## src/hdl/mdrc_pkg.sv

```systemverilog
// shared constants, types and calibration tables of the dual side motor drive
`default_nettype none

package mdrc_pkg;

  localparam int unsigned PWM_PERIOD = 3599;

  localparam int unsigned CMD_W      = 16;
  localparam int unsigned TIME_W     = 32;
  localparam int unsigned COAST_W    = 16;
  localparam int unsigned DUTY_W     = 12;
  localparam int unsigned APPLIED_W  = 13;

  localparam int unsigned NUM_WHEELS = 4;
  localparam int unsigned WHEEL_W    = 2;
  localparam int unsigned NUM_PTS    = 5;
  localparam int unsigned PT_IDX_W   = 3;
  localparam int unsigned NUM_SEG    = 4;
  localparam int unsigned SEG_W      = 2;

  // numerator of the interpolation stays below 2**PROD_W
  localparam int unsigned PROD_W       = 23;
  localparam int unsigned RECIP_W      = 28;
  localparam int unsigned RECIP_SHIFT  = 35;
  localparam int unsigned QUOT_PROD_W  = PROD_W + RECIP_W;

  localparam logic [COAST_W-1:0] COAST_RESET = COAST_W'(100);

  typedef enum logic [1:0] {
    DIR_NONE = 2'd0,
    DIR_FWD  = 2'd1,
    DIR_REV  = 2'd2
  } dir_e;

  typedef struct packed {
    logic ld_mid;
    logic ld_out;
  } pipe_ctl_t;

  localparam logic [DUTY_W-1:0] REQ_PTS [NUM_PTS] = '{
    12'd0, 12'd2200, 12'd2400, 12'd3000, 12'd3599
  };

  localparam logic [DUTY_W-1:0] WHEEL_PTS [NUM_WHEELS][NUM_PTS] = '{
    '{12'd0, 12'd2174, 12'd2371, 12'd2962, 12'd3599},
    '{12'd0, 12'd2208, 12'd2410, 12'd3009, 12'd3599},
    '{12'd0, 12'd2210, 12'd2412, 12'd3018, 12'd3599},
    '{12'd0, 12'd2208, 12'd2408, 12'd3012, 12'd3599}
  };

  localparam int unsigned SPAN [NUM_SEG] = '{
    int'(REQ_PTS[1]) - int'(REQ_PTS[0]),
    int'(REQ_PTS[2]) - int'(REQ_PTS[1]),
    int'(REQ_PTS[3]) - int'(REQ_PTS[2]),
    int'(REQ_PTS[4]) - int'(REQ_PTS[3])
  };

  localparam logic [DUTY_W-1:0] HALF_SPAN [NUM_SEG] = '{
    DUTY_W'(SPAN[0] / 2), DUTY_W'(SPAN[1] / 2),
    DUTY_W'(SPAN[2] / 2), DUTY_W'(SPAN[3] / 2)
  };

  // rounded-up reciprocals, exact floor division for numerators below 2**PROD_W
  localparam logic [RECIP_W-1:0] RECIP [NUM_SEG] = '{
    RECIP_W'(((64'd1 << RECIP_SHIFT) + 64'(SPAN[0]) - 64'd1) / 64'(SPAN[0])),
    RECIP_W'(((64'd1 << RECIP_SHIFT) + 64'(SPAN[1]) - 64'd1) / 64'(SPAN[1])),
    RECIP_W'(((64'd1 << RECIP_SHIFT) + 64'(SPAN[2]) - 64'd1) / 64'(SPAN[2])),
    RECIP_W'(((64'd1 << RECIP_SHIFT) + 64'(SPAN[3]) - 64'd1) / 64'(SPAN[3]))
  };

endpackage

`default_nettype wire

```

## src/hdl/mdrc_side_lane.sv

```systemverilog
// one side: command clamp, direction tracking and reverse coast timing
`default_nettype none

module mdrc_side_lane (
  input  wire logic                                        clk_i,
  input  wire logic                                        rst_ni,
  input  wire logic                                        accept_i,
  input  wire logic signed [mdrc_pkg::CMD_W-1:0]           cmd_i,
  input  wire logic        [mdrc_pkg::TIME_W-1:0]          now_i,
  input  wire logic        [mdrc_pkg::COAST_W-1:0]         coast_time_i,
  output logic      signed [mdrc_pkg::APPLIED_W-1:0]       applied_o
);

  localparam logic signed [mdrc_pkg::CMD_W-1:0] CMD_MAX =
    mdrc_pkg::CMD_W'(mdrc_pkg::PWM_PERIOD);

  mdrc_pkg::dir_e                   committed_q, committed_d;
  logic                             active_q, active_d;
  logic [mdrc_pkg::TIME_W-1:0]      start_q, start_d;
  logic                             timed_q, timed_d;

  logic signed [mdrc_pkg::CMD_W-1:0] clamped;
  mdrc_pkg::dir_e                   dir;
  logic [mdrc_pkg::TIME_W-1:0]      elapsed;
  logic                             too_soon;

  always_comb begin
    if (cmd_i > CMD_MAX) begin
      clamped = CMD_MAX;
    end else if (cmd_i < -CMD_MAX) begin
      clamped = -CMD_MAX;
    end else begin
      clamped = cmd_i;
    end
  end

  always_comb begin
    if (clamped > 0) begin
      dir = mdrc_pkg::DIR_FWD;
    end else if (clamped < 0) begin
      dir = mdrc_pkg::DIR_REV;
    end else begin
      dir = mdrc_pkg::DIR_NONE;
    end
  end

  // unsigned wrap on the time difference
  assign elapsed  = now_i - start_q;
  assign too_soon = elapsed < {{(mdrc_pkg::TIME_W - mdrc_pkg::COAST_W){1'b0}}, coast_time_i};

  always_comb begin
    committed_d = committed_q;
    active_d    = active_q;
    start_d     = start_q;
    timed_d     = timed_q;
    applied_o   = '0;
    if (dir == mdrc_pkg::DIR_NONE || (dir != committed_q && !active_q)) begin
      if (!active_q) begin
        start_d = now_i;
        timed_d = 1'b1;
      end
      active_d = 1'b1;
    end else if (dir != committed_q && timed_q && too_soon) begin
      applied_o = '0;
    end else begin
      active_d    = 1'b0;
      committed_d = dir;
      applied_o   = clamped[mdrc_pkg::APPLIED_W-1:0];
    end
  end

  always_ff @(posedge clk_i or negedge rst_ni) begin
    if (!rst_ni) begin
      committed_q <= mdrc_pkg::DIR_NONE;
      active_q    <= 1'b1;
      start_q     <= '0;
      timed_q     <= 1'b0;
    end else if (accept_i) begin
      committed_q <= committed_d;
      active_q    <= active_d;
      start_q     <= start_d;
      timed_q     <= timed_d;
    end
  end

endmodule

`default_nettype wire

```

## config.mk

```make
export PLATFORM = sky130hd
export DESIGN_NAME = mdrc_side_lane
export DESIGN_NICKNAME = d
export VERILOG_FILES = /design/src/hdl/mdrc_pkg.sv /design/src/hdl/mdrc_side_lane.sv
export SDC_FILE = /design/constraint.sdc
export NUM_CORES = 1
export LEC_CHECK = 0
export BUFFER_PORTS_ARGS = -buffer_cell sky130_fd_sc_hd__buf_2
export CAP_MARGIN = 20
export CORE_MARGIN = 1.5
export CORE_UTILIZATION = 25
export DETAILED_ROUTE_END_ITERATION = 16
export GPL_ROUTABILITY_DRIVEN = 0
export SLEW_MARGIN = 20
export SYNTH_ARGS = -nofsm -noshare
export SYNTH_HDL_FRONTEND = slang
export SYNTH_SLANG_ARGS = --single-unit
```

## constraint.sdc

```tcl
create_clock -name clk_i -period 6.09 [get_ports clk_i]
set_clock_uncertainty 0.05 [all_clocks]
set_input_delay 0.3045 -clock clk_i [delete_from_list [all_inputs] [get_ports clk_i]]
set_output_delay 0.3045 -clock clk_i [all_outputs]
set_load 0.05 [all_outputs]
```

# Word level (Yosys, flattened, before mapping)
# Index checks and enable logic that the tools add are counted.
# word_totals
register_bits,36
input_bits,67
# classes
n_addsub,1
magnitude_cmp,5
n_eq_ne,2
muxes,8
bitwise_logic,3
reduce_logical,9
# ops
cell,count
32-bit by 16-bit < comparator with 1-bit output,1
16-bit 2-to-1 mux,2
32-bit subtractor,1
13-bit 2-to-1 mux,2
16-bit by 1-bit > comparator with 1-bit output (second input constant),1
16-bit by 13-bit > comparator with 1-bit output (second input constant),1
16-bit by 1-bit < comparator with 1-bit output (second input constant),1
16-bit by 13-bit < comparator with 1-bit output (second input constant),1
3-bit AND reduction,2
2-bit 2-to-1 mux,2
1-bit logical AND,3
1-bit NOT,3
2-bit zero test,1
1-bit 2-to-1 mux,2
2-bit != test,1
2-bit != test (second input constant),1
2-bit AND reduction,1
1-bit zero test,1
1-bit logical OR,1

# Depth between registers and ports, before layout
# logic_depth
ltp_word,11
depth_mapped,22
mapped_depth_nobuf,21

# Worst setup path before layout
# Ideal clock, no wire load.
# synth_timing
kind,reg-to-output
startpoint,register start_q[3] (netlist bit)
endpoint,output applied_o[7] (netlist bit)
t_arrival_ps,4211
setup_slack_ps,1524
path_stages_with_launch,23
n_path_buf,1
cell_sequence,dfrtp_1 > inv_1 > ha_1 > a21o_1 > a21oi_1 > nand2_1 > a21o_1 > a21oi_1 > o21bai_1 > a21oi_1 > xnor2_1 > ha_1 > and4_1 > a21oi_1 > a21oi_1 > nor4_1 > o221ai_1 > a2111o_1 > a311oi_1 > nand4_1 > nand2b_2 > buf_6 > nor3_1
# synth_via
elab_chain_cells,5
# synth_rtl
element,line_no,rtl
from (decl),mdrc_side_lane.sv:19,"logic [mdrc_pkg::TIME_W-1:0] start_q, start_d;"
from (signal assigned),mdrc_side_lane.sv:81,start_q <= start_d;
32-bit subtractor,mdrc_side_lane.sv:48,assign elapsed = now_i - start_q;
32-bit by 16-bit < comparator with 1-bit output,mdrc_side_lane.sv:49,"assign too_soon = elapsed < {{(mdrc_pkg::TIME_W - mdrc_pkg::COAST_W){1'b0}}, coast_time_i};"
1-bit logical AND,mdrc_side_lane.sv:63,end else if (dir != committed_q && timed_q && too_soon) begin
13-bit 2-to-1 mux,mdrc_side_lane.sv:63,
13-bit 2-to-1 mux,mdrc_side_lane.sv:57,if (dir == mdrc_pkg::DIR_NONE || (dir != committed_q && !active_q)) begin
to (decl),mdrc_side_lane.sv:11,output logic signed [mdrc_pkg::APPLIED_W-1:0] applied_o
# Every way passes these cells.

# Final worst setup path
# layout_timing
startpoint,register start_q[1] (netlist bit)
endpoint,output applied_o[7] (netlist bit)
# The elaborated chain is that of the path after synthesis.

==> impl_metrics.yaml <==
status:
  status: "completed"
critical_path:
  max_stage_delay_ns: 0.36
  crit_top_cell: "a21oi_1"
  arrival_ns: 4.90
  cp.buffers_inverters: 2
  crit_family: "compound AO/OA/AOI/OAI gates"
  cp_max_fo: 13
  setup.worst_path.start_class: "flip-flop"
  cp-end-kind: "output port"
  crit_path_cell_trace: "inv_1, ha_1, nor2b_1, o2111ai_1, nand2_1, a21o_1, a21oi_1, o21bai_1, a21oi_1, xnor2_1, ha_1, and4_1, a21oi_1, a21oi_1, nor4_1, o221ai_1, a2111o_1, a311oi_1, nand4_1, nand2b_2, nor3_1, buf_2"
  cpMaxStageDelayCell: "dfrtp_1"
  path_class: "flip-flop to output port"
  worstPathRequired_ns: 5.74
detailed_routing:
  drt-initial-drc-count: 156
  remaining_drc_errors: 0
  finalWirelength_mm: 10.45
  via_count: 3797
  drt-pass1-iter-count: 5
  wl_per_cell_um: 12.91
  antenna_left: 0
  vias_per_cell: 4.693
yosys:
  synthXorXnorAreaFrac_pct: 5.049
  synth.top_cell.area_share_pct: 21.95
  muxShareOfSynthArea_pct: 1.442
  synthesis.nets: 646
  syn_inst: 531
  yosys.area_share.adder_pct: 15.24
  avgSynthCellArea_um2: 7.514
  synth_compound_area_share_pct: 26.69
  ys_warn_count: 0
  ys_seq_area_share_pct: 22.61
  synth.most_common_cell: "nand2_1"
  synthTopCellsByCount: "nand2_1, inv_1, o21ai_0"
  netlist_area_um2: 3990
  synth_ff_type: "dfrtp_1"
  synth_edf_count: 0
  ys_seq_elements: 36
  async_flop_share_pct: 100.0
  synth_top_family_by_area: "compound AO/OA/AOI/OAI gates"
  yosys.area.top_type: "dfrtp_1"
  yosys-top-cells-area: "dfrtp_1, ha_1, o21ai_0"
  synth.distinct_cells: 66
  synthSimpleGateAreaFrac_pct: 20.16
timing:
  setup_tns_ns: 0
  slew_viol_final: 0
  worst_slack_ns: 0.8393
  fin_crit_ns: 5.251
  tightest_slew_ns: 0.8611
  setup-violations-final: 0
  slew_headroom_pct: 42.59
  rsz0062_at_grt: "false"
  fmax_ghz: 0.1905
  min_period_over_period_pct: 86.22
  finalHoldViolations: 0
floorplanning:
  core.rowCount: 45
  die_w_um: 129.3
  ios: 80
  initial_core_util_pct: 25.96
  fp.dieH_um: 129.3
  core_area_um2: 15370
  die-area_um2: 16730
clocking:
  cts_max_level: 2
  cts_sinks: 36
  clk_path_buf_depth: 2
  cts_tree: "done"
  cts_buffers: 5
  clk_pin_slew_ns: 0.06
  cts_resized: 0
  insertion_delay_ns: 0.29
  postCtsHoldBufs: 0
  cts-root-buf: "clkbuf_16"
  cts_setup_buffers: 0
global_route:
  first_global_vias: 3723
  grt_remaining_overflow: 0
  grt_max_degree: 37
  antenna_found_initial: 0
  track_usage_pct: 12.82
  grt_pass1_wl_mm: 17.35
place:
  portBuffers: 79
  dp_slack_ns: 1.076
  post_dp_cell_area_um2: 4542
  post-dp-hpwl_mm: 8.585
cells_and_area:
  antenna_cells: 0
  fin_area_um2: 4698
  nets: 712
  layout-area-overhead-vs-synth_pct: 17.75
  drive_gt1_share_pct: 17.89
  fill_cells: 1675
min_path:
  hp-class: "primary input to async pin"
flow_run:
  cap_viol_max_count: 0
pwr:
  p_leak_nw: 2.216
  power.density_nw_per_um2: 487.3
  ir_drop_mv: 0.1135
layer usage:
metal | vias to the layer above | global-route usage [%] | part of all wire [%]
met5 | - | 0 | 0
met4 | 0 | 3.833 | 1.9
li1 | 2016 | - | -
met1 | 1705 | 17.24 | 49
met2 | 63 | 20.81 | 45
met3 | 13 | 2.477 | 4.1
sequential cells by signal, indices dropped and copies added (netlist names):
name         flops
start_q         32
committed_q      2
active_q         1
timed_q          1
report_power, final:
group | total (mW) | internal, mW | switching [mW]
combinational | 1.63 | 0.634 | 0.998
clock | 0.275 | 0.174 | 0.101
sequential | 0.382 | 0.348 | 0.0341
total | 2.29 | 1.16 | 1.13
final timing paths:
path	depth (start not counted)	slack (ns)	from	end
worst max-delay path	22	0.84	start_q[1]$_DFFE_PN0P_	applied_o[7]
worst min-delay path	1	0.08	rst_ni	start_q[23]$_DFFE_PN0P_
worst max register to register	21	1.43	start_q[1]$_DFFE_PN0P_	committed_q[0]$_DFFE_PN0P_
worst min register to register	1	0.44	timed_q$_DFFE_PN0P_	timed_q$_DFFE_PN0P_
max in group asynchronous	1	5.37	rst_ni	start_q[0]$_DFFE_PN0P_
min in group clk_i	3	0.19	now_i[3]	start_q[3]$_DFFE_PN0P_
kinds of logic (layout without fill, tap and decap cells):
kind of cell	after synthesis	in the layout
muxes	5	5
adders and majority gates	48	48
and+or+nand+nor	170	170
DFF	36	36
buffers and inverters	83	150
AOI/OAI and AO/OA	166	166
xor gates and xnor gates	23	23
per-stage QoR:
step	hold WS (ns)	power (mW)	instances	utilization [%]
floorplan	-0.04109	1.679	531	-
global placement	0.4129	1.997	801	29.55
detailed placement	0.4244	2.012	801	29.55
CTS	0.1265	2.298	809	30.57
global route	0.1599	2.538	809	30.57
finish	0.07949	2.289	809	30.57
cell type report:
class / instances / area [um^2] / share of cell area, %
clock buffer: 8 / 156.4 / 3.329
inverter: 61 / 229.0 / 4.874
multi-input combinational: 412 / 2736 / 58.24
sequential: 36 / 902.1 / 19.20
tap: 211 / 264.0 / 5.619
timing repair buffer: 81 / 410.4 / 8.735
cells in the final DEF (no fill, tap or decap), drive strengths merged, types with 4 or more instances in the layout:
cell type	n
nand4	15
a21oi	47
dfrtp	35
ha	47
or3	4
o211ai	5
and3	4
inv	61
xor2	12
nand2b	7
buf	81
nor2	38
clkbuf	8
a21o	13
nor3	11
nand3	11
nand2	66
a211oi	5
o21ai	56
o21bai	5
xnor2	11
(Power assumes the default switching activity.)
