**src/hdl/mdrc_pkg.sv**
```systemverilog
// shared constants, types and calibration tables of the dual side motor drive
`default_nettype none

package mdrc_pkg;

  localparam int unsigned PWM_PERIOD = 3599;

  localparam int unsigned CMD_W      = 16;
  localparam int unsigned TIME_W     = 32;
  localparam int unsigned COAST_W    = 16;
  localparam int unsigned DUTY_W     = 12;
  localparam int unsigned APPLIED_W  = 13;

  localparam int unsigned NUM_WHEELS = 4;
  localparam int unsigned WHEEL_W    = 2;
  localparam int unsigned NUM_PTS    = 5;
  localparam int unsigned PT_IDX_W   = 3;
  localparam int unsigned NUM_SEG    = 4;
  localparam int unsigned SEG_W      = 2;

  // numerator of the interpolation stays below 2**PROD_W
  localparam int unsigned PROD_W       = 23;
  localparam int unsigned RECIP_W      = 28;
  localparam int unsigned RECIP_SHIFT  = 35;
  localparam int unsigned QUOT_PROD_W  = PROD_W + RECIP_W;

  localparam logic [COAST_W-1:0] COAST_RESET = COAST_W'(100);

  typedef enum logic [1:0] {
    DIR_NONE = 2'd0,
    DIR_FWD  = 2'd1,
    DIR_REV  = 2'd2
  } dir_e;

  typedef struct packed {
    logic ld_mid;
    logic ld_out;
  } pipe_ctl_t;

  localparam logic [DUTY_W-1:0] REQ_PTS [NUM_PTS] = '{
    12'd0, 12'd2200, 12'd2400, 12'd3000, 12'd3599
  };

  localparam logic [DUTY_W-1:0] WHEEL_PTS [NUM_WHEELS][NUM_PTS] = '{
    '{12'd0, 12'd2174, 12'd2371, 12'd2962, 12'd3599},
    '{12'd0, 12'd2208, 12'd2410, 12'd3009, 12'd3599},
    '{12'd0, 12'd2210, 12'd2412, 12'd3018, 12'd3599},
    '{12'd0, 12'd2208, 12'd2408, 12'd3012, 12'd3599}
  };

  localparam int unsigned SPAN [NUM_SEG] = '{
    int'(REQ_PTS[1]) - int'(REQ_PTS[0]),
    int'(REQ_PTS[2]) - int'(REQ_PTS[1]),
    int'(REQ_PTS[3]) - int'(REQ_PTS[2]),
    int'(REQ_PTS[4]) - int'(REQ_PTS[3])
  };

  localparam logic [DUTY_W-1:0] HALF_SPAN [NUM_SEG] = '{
    DUTY_W'(SPAN[0] / 2), DUTY_W'(SPAN[1] / 2),
    DUTY_W'(SPAN[2] / 2), DUTY_W'(SPAN[3] / 2)
  };

  // rounded-up reciprocals, exact floor division for numerators below 2**PROD_W
  localparam logic [RECIP_W-1:0] RECIP [NUM_SEG] = '{
    RECIP_W'(((64'd1 << RECIP_SHIFT) + 64'(SPAN[0]) - 64'd1) / 64'(SPAN[0])),
    RECIP_W'(((64'd1 << RECIP_SHIFT) + 64'(SPAN[1]) - 64'd1) / 64'(SPAN[1])),
    RECIP_W'(((64'd1 << RECIP_SHIFT) + 64'(SPAN[2]) - 64'd1) / 64'(SPAN[2])),
    RECIP_W'(((64'd1 << RECIP_SHIFT) + 64'(SPAN[3]) - 64'd1) / 64'(SPAN[3]))
  };

endpackage

`default_nettype wire

```
**src/hdl/mdrc_wheel_lane.sv**
```systemverilog
// one wheel: piecewise-linear calibration with rounded division, two stages
`default_nettype none

module mdrc_wheel_lane (
  input  wire logic                                   clk_i,
  input  wire logic [mdrc_pkg::WHEEL_W-1:0]           wheel_i,
  input  wire mdrc_pkg::pipe_ctl_t                    ctl_i,
  input  wire logic signed [mdrc_pkg::APPLIED_W-1:0]  applied_i,
  output logic [mdrc_pkg::DUTY_W-1:0]                 fwd_duty_o,
  output logic [mdrc_pkg::DUTY_W-1:0]                 rev_duty_o
);

  localparam logic [mdrc_pkg::DUTY_W-1:0] PERIOD = mdrc_pkg::DUTY_W'(mdrc_pkg::PWM_PERIOD);
  localparam logic [mdrc_pkg::PT_IDX_W-1:0] LAST_PT =
    mdrc_pkg::PT_IDX_W'(mdrc_pkg::NUM_PTS - 1);

  logic [mdrc_pkg::APPLIED_W-1:0]   mag_full;
  logic [mdrc_pkg::DUTY_W-1:0]      mag;
  logic [mdrc_pkg::SEG_W-1:0]       seg;
  logic [mdrc_pkg::PT_IDX_W-1:0]    lo_idx, hi_idx;
  logic [mdrc_pkg::DUTY_W-1:0]      off, rise;
  logic [2*mdrc_pkg::DUTY_W-1:0]    prod_full;
  logic [mdrc_pkg::PROD_W-1:0]      num_d;

  logic [mdrc_pkg::PROD_W-1:0]      num_q;
  logic [mdrc_pkg::SEG_W-1:0]       seg_q;
  logic [mdrc_pkg::DUTY_W-1:0]      base_q;
  logic                             sat_q, over_q, pos_q, neg_q;

  logic [mdrc_pkg::QUOT_PROD_W-1:0] quot_prod;
  logic [mdrc_pkg::DUTY_W-1:0]      quot, duty;
  logic [mdrc_pkg::DUTY_W-1:0]      fwd_q, rev_q;

  assign mag_full = applied_i[mdrc_pkg::APPLIED_W-1] ? -applied_i : applied_i;
  assign mag      = mag_full[mdrc_pkg::DUTY_W-1:0];

  always_comb begin
    priority if (mag <= mdrc_pkg::REQ_PTS[1]) begin
      seg = 2'd0;
    end else if (mag <= mdrc_pkg::REQ_PTS[2]) begin
      seg = 2'd1;
    end else if (mag <= mdrc_pkg::REQ_PTS[3]) begin
      seg = 2'd2;
    end else begin
      seg = 2'd3;
    end
  end

  assign lo_idx    = {1'b0, seg};
  assign hi_idx    = lo_idx + 3'd1;
  assign off       = mag - mdrc_pkg::REQ_PTS[lo_idx];
  assign rise      = mdrc_pkg::WHEEL_PTS[wheel_i][hi_idx] - mdrc_pkg::WHEEL_PTS[wheel_i][lo_idx];
  assign prod_full = off * rise;
  assign num_d     = prod_full[mdrc_pkg::PROD_W-1:0]
                   + {{(mdrc_pkg::PROD_W - mdrc_pkg::DUTY_W){1'b0}}, mdrc_pkg::HALF_SPAN[seg]};

  always_ff @(posedge clk_i) begin
    if (ctl_i.ld_mid) begin
      num_q  <= num_d;
      seg_q  <= seg;
      base_q <= mdrc_pkg::WHEEL_PTS[wheel_i][lo_idx];
      sat_q  <= mag >= PERIOD;
      over_q <= mag > mdrc_pkg::REQ_PTS[LAST_PT];
      pos_q  <= applied_i > 0;
      neg_q  <= applied_i < 0;
    end
  end

  // division by the segment span as a reciprocal multiply
  assign quot_prod = num_q * mdrc_pkg::RECIP[seg_q];
  assign quot      = quot_prod[mdrc_pkg::RECIP_SHIFT +: mdrc_pkg::DUTY_W];

  always_comb begin
    if (sat_q) begin
      duty = PERIOD;
    end else if (over_q) begin
      duty = mdrc_pkg::WHEEL_PTS[wheel_i][LAST_PT];
    end else begin
      duty = base_q + quot;
    end
  end

  always_ff @(posedge clk_i) begin
    if (ctl_i.ld_out) begin
      fwd_q <= pos_q ? duty : '0;
      rev_q <= neg_q ? duty : '0;
    end
  end

  assign fwd_duty_o = fwd_q;
  assign rev_duty_o = rev_q;

endmodule

`default_nettype wire

```
**config.mk**
```make
export PLATFORM = sky130hd
export DESIGN_NAME = mdrc_wheel_lane
export DESIGN_NICKNAME = d
export VERILOG_FILES = /design/src/hdl/mdrc_pkg.sv /design/src/hdl/mdrc_wheel_lane.sv
export SDC_FILE = /design/constraint.sdc
export NUM_CORES = 1
export LEC_CHECK = 0
export ABC_AREA = 1
export BUFFER_PORTS_ARGS = -buffer_cell sky130_fd_sc_hd__buf_2
export CAP_MARGIN = 15
export CORE_UTILIZATION = 40
export CTS_CLUSTER_DIAMETER = 60
export DETAILED_ROUTE_END_ITERATION = 7
export PLACE_DENSITY_LB_ADDON = 0.08
export SLEW_MARGIN = 40
export SYNTH_ARGS = -nofsm -noshare
export SYNTH_HDL_FRONTEND = slang
export SYNTH_SLANG_ARGS = --single-unit
export TNS_END_PERCENT = 50
```
**constraint.sdc**
```tcl
create_clock -name clk_i -period 17.93 [get_ports clk_i]
set_clock_uncertainty 0.1 [all_clocks]
set_input_delay 3.586 -clock clk_i [delete_from_list [all_inputs] [get_ports clk_i]]
set_output_delay 3.586 -clock clk_i [all_outputs]
set_load 0.005 [all_outputs]
```
Word-level counts from Yosys, hierarchy flattened --
Memories as Yosys holds them, arrays and structs flattened. Index checks and enable logic that the tools add are counted.
Operators by class: add/sub/neg operators 6, bitwise logic cells 5, multipliers 2, muxes and demuxes 23, magnitude comparators 12
Operator list (count):
- $mux W12 | 11
- $bmux W60 S2 | 1
- $mux W60 | 2
- $bmux W12 S3 | 2
- $bmux W28 S2 | 1
- $mux W28 | 2
- $mul A23 B28 Y47 | 1
- $le A12 B12 Y1 const B | 3
- $bmux W12 S2 | 1
- $sub A12 B12 Y12 | 2
- $add A23 B12 Y23 | 1
- $mul A12 B12 Y23 | 1
- $gt A13 B1 Y1 const B | 1
- $lt A13 B1 Y1 const B | 1
- $add A12 B12 Y12 | 1
- $ge A12 B12 Y1 const B | 1
- $gt A12 B12 Y1 const B | 1
- $neg A12 Y12 | 1
- $ge A3 B3 Y1 const B | 3
- $not A2 Y3 | 3
- $ge A4 B4 Y1 const B | 2
- $mux W2 | 2
- $not A2 Y4 | 1
- $not A3 Y4 | 1
- 2 further kinds | 2
Word-level totals: memories kept 1, ROM bits 96, logic and storage cells 58, register bits after elaboration 65
Memory list:
- (no name shown) | words 8, width 12, read ports 1, clocked after memory_dff 0, wr ports 0, line mdrc_wheel_lane.sv:51 | assign off = mag - mdrc_pkg::REQ_PTS[lo_idx];

Logic depth before layout (Yosys ltp) --
Gate-level depths: netlist (run 1).
depth in word-level cells 14, gate-level depth with buffers 61

Worst setup path before layout (run 1) --
OpenSTA, ideal clock, no wires.
path type input-to-reg, start input port applied_i[0] in the netlist's numbering, end register num_q[22] in the netlist's numbering, data pin, data required time 17.580 ns, arrival time 12.025 ns, path buffers 1, setup time 0.250 ns, setup slack 5.556 ns, stages on the path 51, cell sequence inv_2 > clkbuf_1 > ha_1 > nand2_2 > o21ai_2 > nand2_1 > nand2_2 > inv_1 > nor2_1 > nand4_1 > nand2_4 > nand2_4 > nand2_4 > inv_4 > ha_1 > inv_1 > nor2_1 > inv_1 > (+15 left out) > inv_1 > fa_1 > fa_1 > inv_1 > fa_1 > inv_1 > ha_1 > nand2_1 > o21ai_0 > a21oi_1 > o21ai_0 > nand2_1 > nand2_1 > nand2_1 > nand2_1 > nand4_1 > nand2_1 > inv_1
Between the ends: longest elaborated chain between the ends 14, elaborated cells on any way between the ends 28
Ends and longest elaborated chain:
- start: declaration | line mdrc_wheel_lane.sv:8 | input wire logic signed [mdrc_pkg::APPLIED_W-1:0] applied_i,
- $neg A12 Y12 | line mdrc_wheel_lane.sv:34 | assign mag_full = applied_i[mdrc_pkg::APPLIED_W-1] ? -applied_i : applied_i;
- $mux W12 * | line mdrc_wheel_lane.sv:34
- $le A12 B12 Y1 | line mdrc_wheel_lane.sv:42 | end else if (mag <= mdrc_pkg::REQ_PTS[3]) begin
- $mux W1 | line mdrc_wheel_lane.sv:42
- $mux W2 | line mdrc_wheel_lane.sv:40 | end else if (mag <= mdrc_pkg::REQ_PTS[2]) begin
- $mux W2 * | line mdrc_wheel_lane.sv:38 | priority if (mag <= mdrc_pkg::REQ_PTS[1]) begin
- net seg, one bit | line mdrc_wheel_lane.sv:19 | logic [mdrc_pkg::SEG_W-1:0] seg;
- $add A2 B1 Y3 | line mdrc_wheel_lane.sv:50 | assign hi_idx = lo_idx + 3'd1;
- $not A3 Y4 (implied by the code) | line mdrc_wheel_lane.sv:52 | assign rise = mdrc_pkg::WHEEL_PTS[wheel_i][hi_idx] - mdrc_pkg::WHEEL_PTS[wheel_i][lo_idx];
- $bmux W12 S3 | line mdrc_wheel_lane.sv:52
- $mux W12 (implied by the code) (2 in a row) | line mdrc_wheel_lane.sv:52
- $sub A12 B12 Y12 | line mdrc_wheel_lane.sv:52
- $mul A12 B12 Y23 | line mdrc_wheel_lane.sv:53 | assign prod_full = off * rise;
- $add A23 B12 Y23 * | line mdrc_wheel_lane.sv:55 | + {{(mdrc_pkg::PROD_W - mdrc_pkg::DUTY_W){1'b0}}, mdrc_pkg::HALF_SPAN[seg]};
- net num_d, one bit | line mdrc_wheel_lane.sv:23 | logic [mdrc_pkg::PROD_W-1:0] num_d;
- end signal: assignment | line mdrc_wheel_lane.sv:59 | num_q <= num_d;
- end: declaration | line mdrc_wheel_lane.sv:25 | logic [mdrc_pkg::PROD_W-1:0] num_q;
The timed path passes the listed nets; every way through them passes the cells marked *. The select of a mux whose other input is x is not followed. A chain may end at the register's enable or synchronous reset.

Worst setup path after layout (run 1) --
Same ends and word-level chain as after synthesis.

==> results.json, run 1 <==
{
  "coreArea_mm2": 0.0634,
  "grt_max_degree": 40,
  "cts-root-buf": "clkbuf_16",
  "slew_headroom_pct": 42.4,
  "rr_worst_depth": 38,
  "cp_slowest_stage_delay_ns": 0.54,
  "holdBufCountCts": 0,
  "cts.clk_slew.worst_paths_ns": 0.06,
  "async_reset_ff_share_pct": 0,
  "dr.pass1.iters": 5,
  "num_io_pins": 42,
  "syn_avg_cell_area_um2": 8.52,
  "drv_cap": 0,
  "syn2layout_area_growth_pct": 5.80,
  "end_kind": "flop",
  "start_util_pct": 40.7,
  "final_layout_size_suffix_gt1_share_pct": 4.12,
  "cp_top_family": "adder cells",
  "overflow": 0,
  "finalSetupViolCount": 0,
  "cts_buffer_depth": 2,
  "period_minus_slack_ns": 13.34,
  "synth.most_common_cell": "inv_1",
  "die_area_mm2": 0.0656,
  "post-cts-setup-buffers": 0,
  "ys_seq_area_share_pct": 7.32,
  "hold_path_depth": 2,
  "tns_ns": 0,
  "synth_cell_type_count": 45,
  "rows": 92,
  "syn_nets": 3931,
  "post_dp_cell_area_mm2": 0.0270,
  "holdPathEnd": "fwd_duty_o[3]$_SDFFCE_PN0P_",
  "hp-class": "reg -> reg",
  "post-route-period-util_pct": 74.4,
  "path_max_fanout": 13,
  "crit_required_ns": 17.93,
  "synthCells": 3031,
  "r2r_end": "fwd_duty_o[10]$_SDFFCE_PN0P_",
  "crit_buf_inv": 11,
  "start_kind": "input port",
  "grt_pass1_vias": 20700,
  "hold_viol_final": 0,
  "diodes": 0,
  "synth_top_cell_by_area": "fa_1",
  "antenna_found_initial": 0,
  "cts_resized": 0,
  "synth_area_mm2": 0.0258,
  "tightest_slew_ns": 0.864,
  "grt_use_total_pct": 25.2,
  "hp-start": "pos_q$_DFFE_PP_",
  "die_width_um": 256,
  "seq_area_mm2": 0.00189,
  "synth_top_area_share_pct": 43.3,
  "critPathSlowestCell": "fa_1",
  "yosys_most_used_dff": "edfxtp_1",
  "ys_top_cells_by_area": "fa_1 43%, ha_1 16%, inv_1 14%",
  "synth_seq_cells": 63,
  "finalWirelength_um": 79500,
  "finalMaxSlewViolations": 0,
  "drc_errors": 0,
  "arrival_ns": 13.34,
  "drt_iter0_markers": 1034,
  "clk_latency_ns": 0.35,
  "r2r_start": "seg_q[0]$_DFFE_PP_",
  "dp_hpwl_um": 71100,
  "via_count": 18900,
  "yosys_warnings": 0,
  "crit_top_cell": "nand2_1",
  "die_h_um": 256,
  "grt_setup_unrepaired": "no",
  "clock.fmax_mhz": 75.0,
  "outcome": "completed",
  "cts.sinks": 63,
  "rrSetupSlack_ns": 7.59,
  "via_per_inst": 4.83,
  "fillers": 6455,
  "grt_pass1_wl_um": 124000,
  "portBuffers": 41,
  "design_area_mm2": 0.0273,
  "place.gp.congestion": 0.963,
  "synth_edf_count": 63,
  "synth_common_cells": "954 x inv_1, 558 x fa_1, 476 x nand2_1",
  "nNetsFinal": 3955,
  "multi_input_area_mm2": 0.0201,
  "wire_per_inst_um": 20.4,
  "cts_tree": "done",
  "cts_buffers": 9,
  "htreeDepth": 3,
  "criticalPathCategory": "in -> reg",
  "drtAntennaViolNets": 0
}
## kinds of logic (layout without fill, tap and decap cells)
logic type      count (synthesis)  in the layout  share of synthesized area, %
fa+ha+maj                     882            882                          58.9
buf+inv                      1015           1044                          14.8
xor+xnor                       49             49                          1.73
compound gates                188            188                          4.04
simple gates                  834            834                          13.1
flops                          63             63                          7.32
## registers in the layout, summed over array words and instances, names as in the netlist
signal,count
base_q,11
over_q,1
seg_q,1
fwd_duty_o,12
rev_duty_o,12
num_q,23
pos_q,1
neg_q,1
sat_q,1
## cell usage in the layout (no fill, tap or decap), types with 4 or more instances in the layout
master / count
o211ai_1: 6
nor2_2: 9
nor3_1: 4
inv_1: 954
nand2_1: 476
nor4_1: 5
edfxtp_1: 63
nand4_1: 9
a21oi_1: 96
o21ai_0: 60
clkbuf_16: 9
clkinv_1: 8
buf_2: 40
nand2_2: 15
nand3b_1: 7
xnor2_1: 19
xor2_1: 29
nand3_1: 52
buf_4: 17
inv_2: 6
fa_1: 558
or2_2: 8
nor2_1: 240
ha_1: 324
## through the flow
| step | hold WS [ns] | instances | util [%] | setup WS [ns] |
|---|---|---|---|---|
| after detailed placement | 0.610 | 3889 | 42.6 | 4.26 |
| final | 0.632 | 3906 | 43.1 | 4.59 |
| after floorplan | 0.490 | 3031 | - | 5.56 |
| after global routing | 0.663 | 3906 | 43.1 | 3.88 |
| after global placement | 0.612 | 3889 | 42.6 | 4.46 |
| after CTS | 0.621 | 3905 | 43.1 | 4.62 |
## worst max-delay path by stage
stage / startpoint / end / cells after the start
after floorplan: applied_i[0] / num_q[22]$_DFFE_PP_ / 51
after global placement: applied_i[0] / num_q[22]$_DFFE_PP_ / 51
after detailed placement: applied_i[0] / num_q[22]$_DFFE_PP_ / 51
after CTS: applied_i[0] / num_q[22]$_DFFE_PP_ / 51
after global routing: applied_i[0] / num_q[22]$_DFFE_PP_ / 52
final: applied_i[0] / num_q[22]$_DFFE_PP_ / 51
## area by class of cell
type	count	share of cell area [%]
clock buffers	9	0.824
repair buffers	58	1.24
well taps	846	3.87
multi-input cells	1953	73.6
inverters	970	13.3
clock inverters	7	0.206
flip-flops and latches	63	6.92
## layer usage
metal  global-route usage (%)  share of wire, %  vias up
li1                         -                 -     8874
met5                        0                 0        -
met1                     33.7                43     9471
met3                     3.08               4.9       62
met4                     5.71               2.2        0
met2                     43.4                49      475
## tightest hold or removal path, stage by stage, from the launching register on
cell      delay (ns)
edfxtp_1        0.50
nand2_1         0.09
inv_1           0.04
Power of run 1 is not shown: default switching activity piles up to over one toggle a cycle in this logic, so the estimate is an artifact.
==> inputs of run 2 (changes only) <==
==> constraint.sdc (replaced) <==
create_clock -name clk_i -period 11.8 [get_ports clk_i]
set_clock_uncertainty 0.1 [all_clocks]
set_input_delay 2.36 -clock clk_i [delete_from_list [all_inputs] [get_ports clk_i]]
set_output_delay 2.36 -clock clk_i [all_outputs]
set_load 0.005 [all_outputs]
==> run 2 against run 1 <==
Effect of this change: hold slack worse by 0.028 ns; largest cell class unchanged; cell area is 0.78% higher; worst setup slack worse by 3.9 ns; critical path type unchanged; wire length increased by 0.44%.
==> results.json, run 2 (same netlist as run 1, synthesis figures left out) <==
{
  "outcome": "completed",
  "fin_hold_ws_ns": 0.604,
  "grt_setup_unrepaired": "no",
  "die_h_um": 256,
  "hold_path_depth": 2,
  "finalWirelength_um": 79900,
  "rrSetupSlack_ns": 1.74,
  "drtAntennaViolNets": 0,
  "rows": 92,
  "mostFrequentLayoutCells": "954 x inv_1, 558 x fa_1, 476 x nand2_1",
  "antenna_found_initial": 0,
  "diodes": 0,
  "drt_iter0_markers": 1181,
  "portBuffers": 41,
  "start_util_pct": 40.7,
  "largest_reg_flops": 23,
  "crit_required_ns": 11.78,
  "cts_resized": 0,
  "syn2layout_area_growth_pct": 6.63,
  "cts-root-buf": "clkbuf_16",
  "htreeDepth": 3,
  "criticalPathCategory": "in -> reg",
  "finalSetupViolCount": 0,
  "period_minus_slack_ns": 11.15,
  "cts.sinks": 63,
  "via_per_inst": 4.82,
  "overflow": 0,
  "layout_commonest_cell": "inv_1",
  "grt_use_total_pct": 25.3,
  "drv_cap": 0,
  "r2r_start": "base_q[8]$_DFFE_PP_",
  "cts_buffer_depth": 2,
  "post-cts-setup-buffers": 0,
  "path_max_fanout": 10,
  "dr.pass1.iters": 5,
  "die_width_um": 256,
  "crit_top_cell": "inv_1",
  "cts_tree": "done",
  "final_util_pct": 43.4,
  "holdBufCountCts": 0,
  "hp-start": "neg_q$_DFFE_PP_",
  "finalMaxSlewViolations": 0,
  "rr_worst_depth": 39,
  "cp_slowest_stage_delay_ns": 0.58,
  "final_layout_size_suffix_gt1_share_pct": 4.96,
  "via_count": 18900,
  "grt_pass1_vias": 20800,
  "start_kind": "input port",
  "holdPathEnd": "rev_duty_o[2]$_SDFFCE_PN0P_",
  "r2r_end": "rev_duty_o[10]$_SDFFCE_PN0P_",
  "drc_errors": 0,
  "largest-register": "num_q",
  "clk_latency_ns": 0.34,
  "tns_ns": 0,
  "critPathSlowestCell": "fa_1",
  "coreArea_mm2": 0.0634,
  "tightest_slew_ns": 0.832,
  "arrival_ns": 11.13,
  "die_area_mm2": 0.0656,
  "end_kind": "flop",
  "cp_top_family": "adder cells",
  "slew_headroom_pct": 44.5,
  "cts_buffers": 9,
  "grt_max_degree": 40,
  "cts.clk_slew.worst_paths_ns": 0.06,
  "post-route-period-util_pct": 94.5,
  "grt_pass1_wl_um": 125000,
  "hold_viol_final": 0,
  "dp_hpwl_um": 72700,
  "wire_per_inst_um": 20.3,
  "num_io_pins": 42,
  "nNetsFinal": 3980,
  "hp-class": "reg -> reg",
  "place.gp.congestion": 0.979,
  "clock.fmax_mhz": 89.7,
  "crit_buf_inv": 12
}
==> run 2: cell count changes in the layout (fill, tap and decap cells not counted), sizes merged <==
cell	change
clkinv	-2
buf	+25
bufinv	+1
inv	+1
==> run 2: worst max path at each step <==
| stage | start | end | slack, ns | cells past startpoint |
|---|---|---|---|---|
| after floorplan | applied_i[0] | num_q[22]$_DFFE_PP_ | 0.65 | 51 |
| after global placement | applied_i[0] | num_q[22]$_DFFE_PP_ | 0.35 | 52 |
| after detailed placement | applied_i[0] | num_q[22]$_DFFE_PP_ | 0.23 | 52 |
| after CTS | applied_i[0] | num_q[22]$_DFFE_PP_ | 0.59 | 52 |
| after global routing | applied_i[0] | num_q[17]$_DFFE_PP_ | 0.004 | 51 |
| final | applied_i[0] | num_q[17]$_DFFE_PP_ | 0.65 | 49 |
==> run 2: metrics by stage <==
stage / std cells / setup slack, ns / cell area (µm²)
CTS: 3931 / 0.587 / 27500
finish: 3931 / 0.648 / 27500
global route: 3931 / 0.00431 / 27500
floorplan: 3031 / 0.652 / 25800
detailed placement: 3915 / 0.228 / 27200
global placement: 3915 / 0.354 / 27200
==> run 2: tightest hold or removal path: cells and delay by family (launching register included) <==
kind	cells	cell delay, ns
flops	1	0.48
simple gates	1	0.08
buf+inv	1	0.05
==> run 2: layout make-up <==
cell class / instances / area, µm²
Clock buffer: 9 / 225
Clock inverter: 7 / 80.1
Fill cell: 6451 / 35900
Inverter: 970 / 3650
Multi-Input combinational cell: 1953 / 20100
Sequential cell: 63 / 1890
Tap cell: 846 / 1060
Timing Repair Buffer: 83 / 523
==> run 2: metal layers <==
metal | part of all wire, % | global-route usage, % | vias up
met4 | 1.9 | 5.21 | 0
met1 | 45 | 35.4 | 9474
li1 | - | - | 8925
met2 | 49 | 43.1 | 463
met3 | 4.0 | 1.87 | 68
met5 | 0 | 0 | -
Power of run 2 is left out for the same reason.
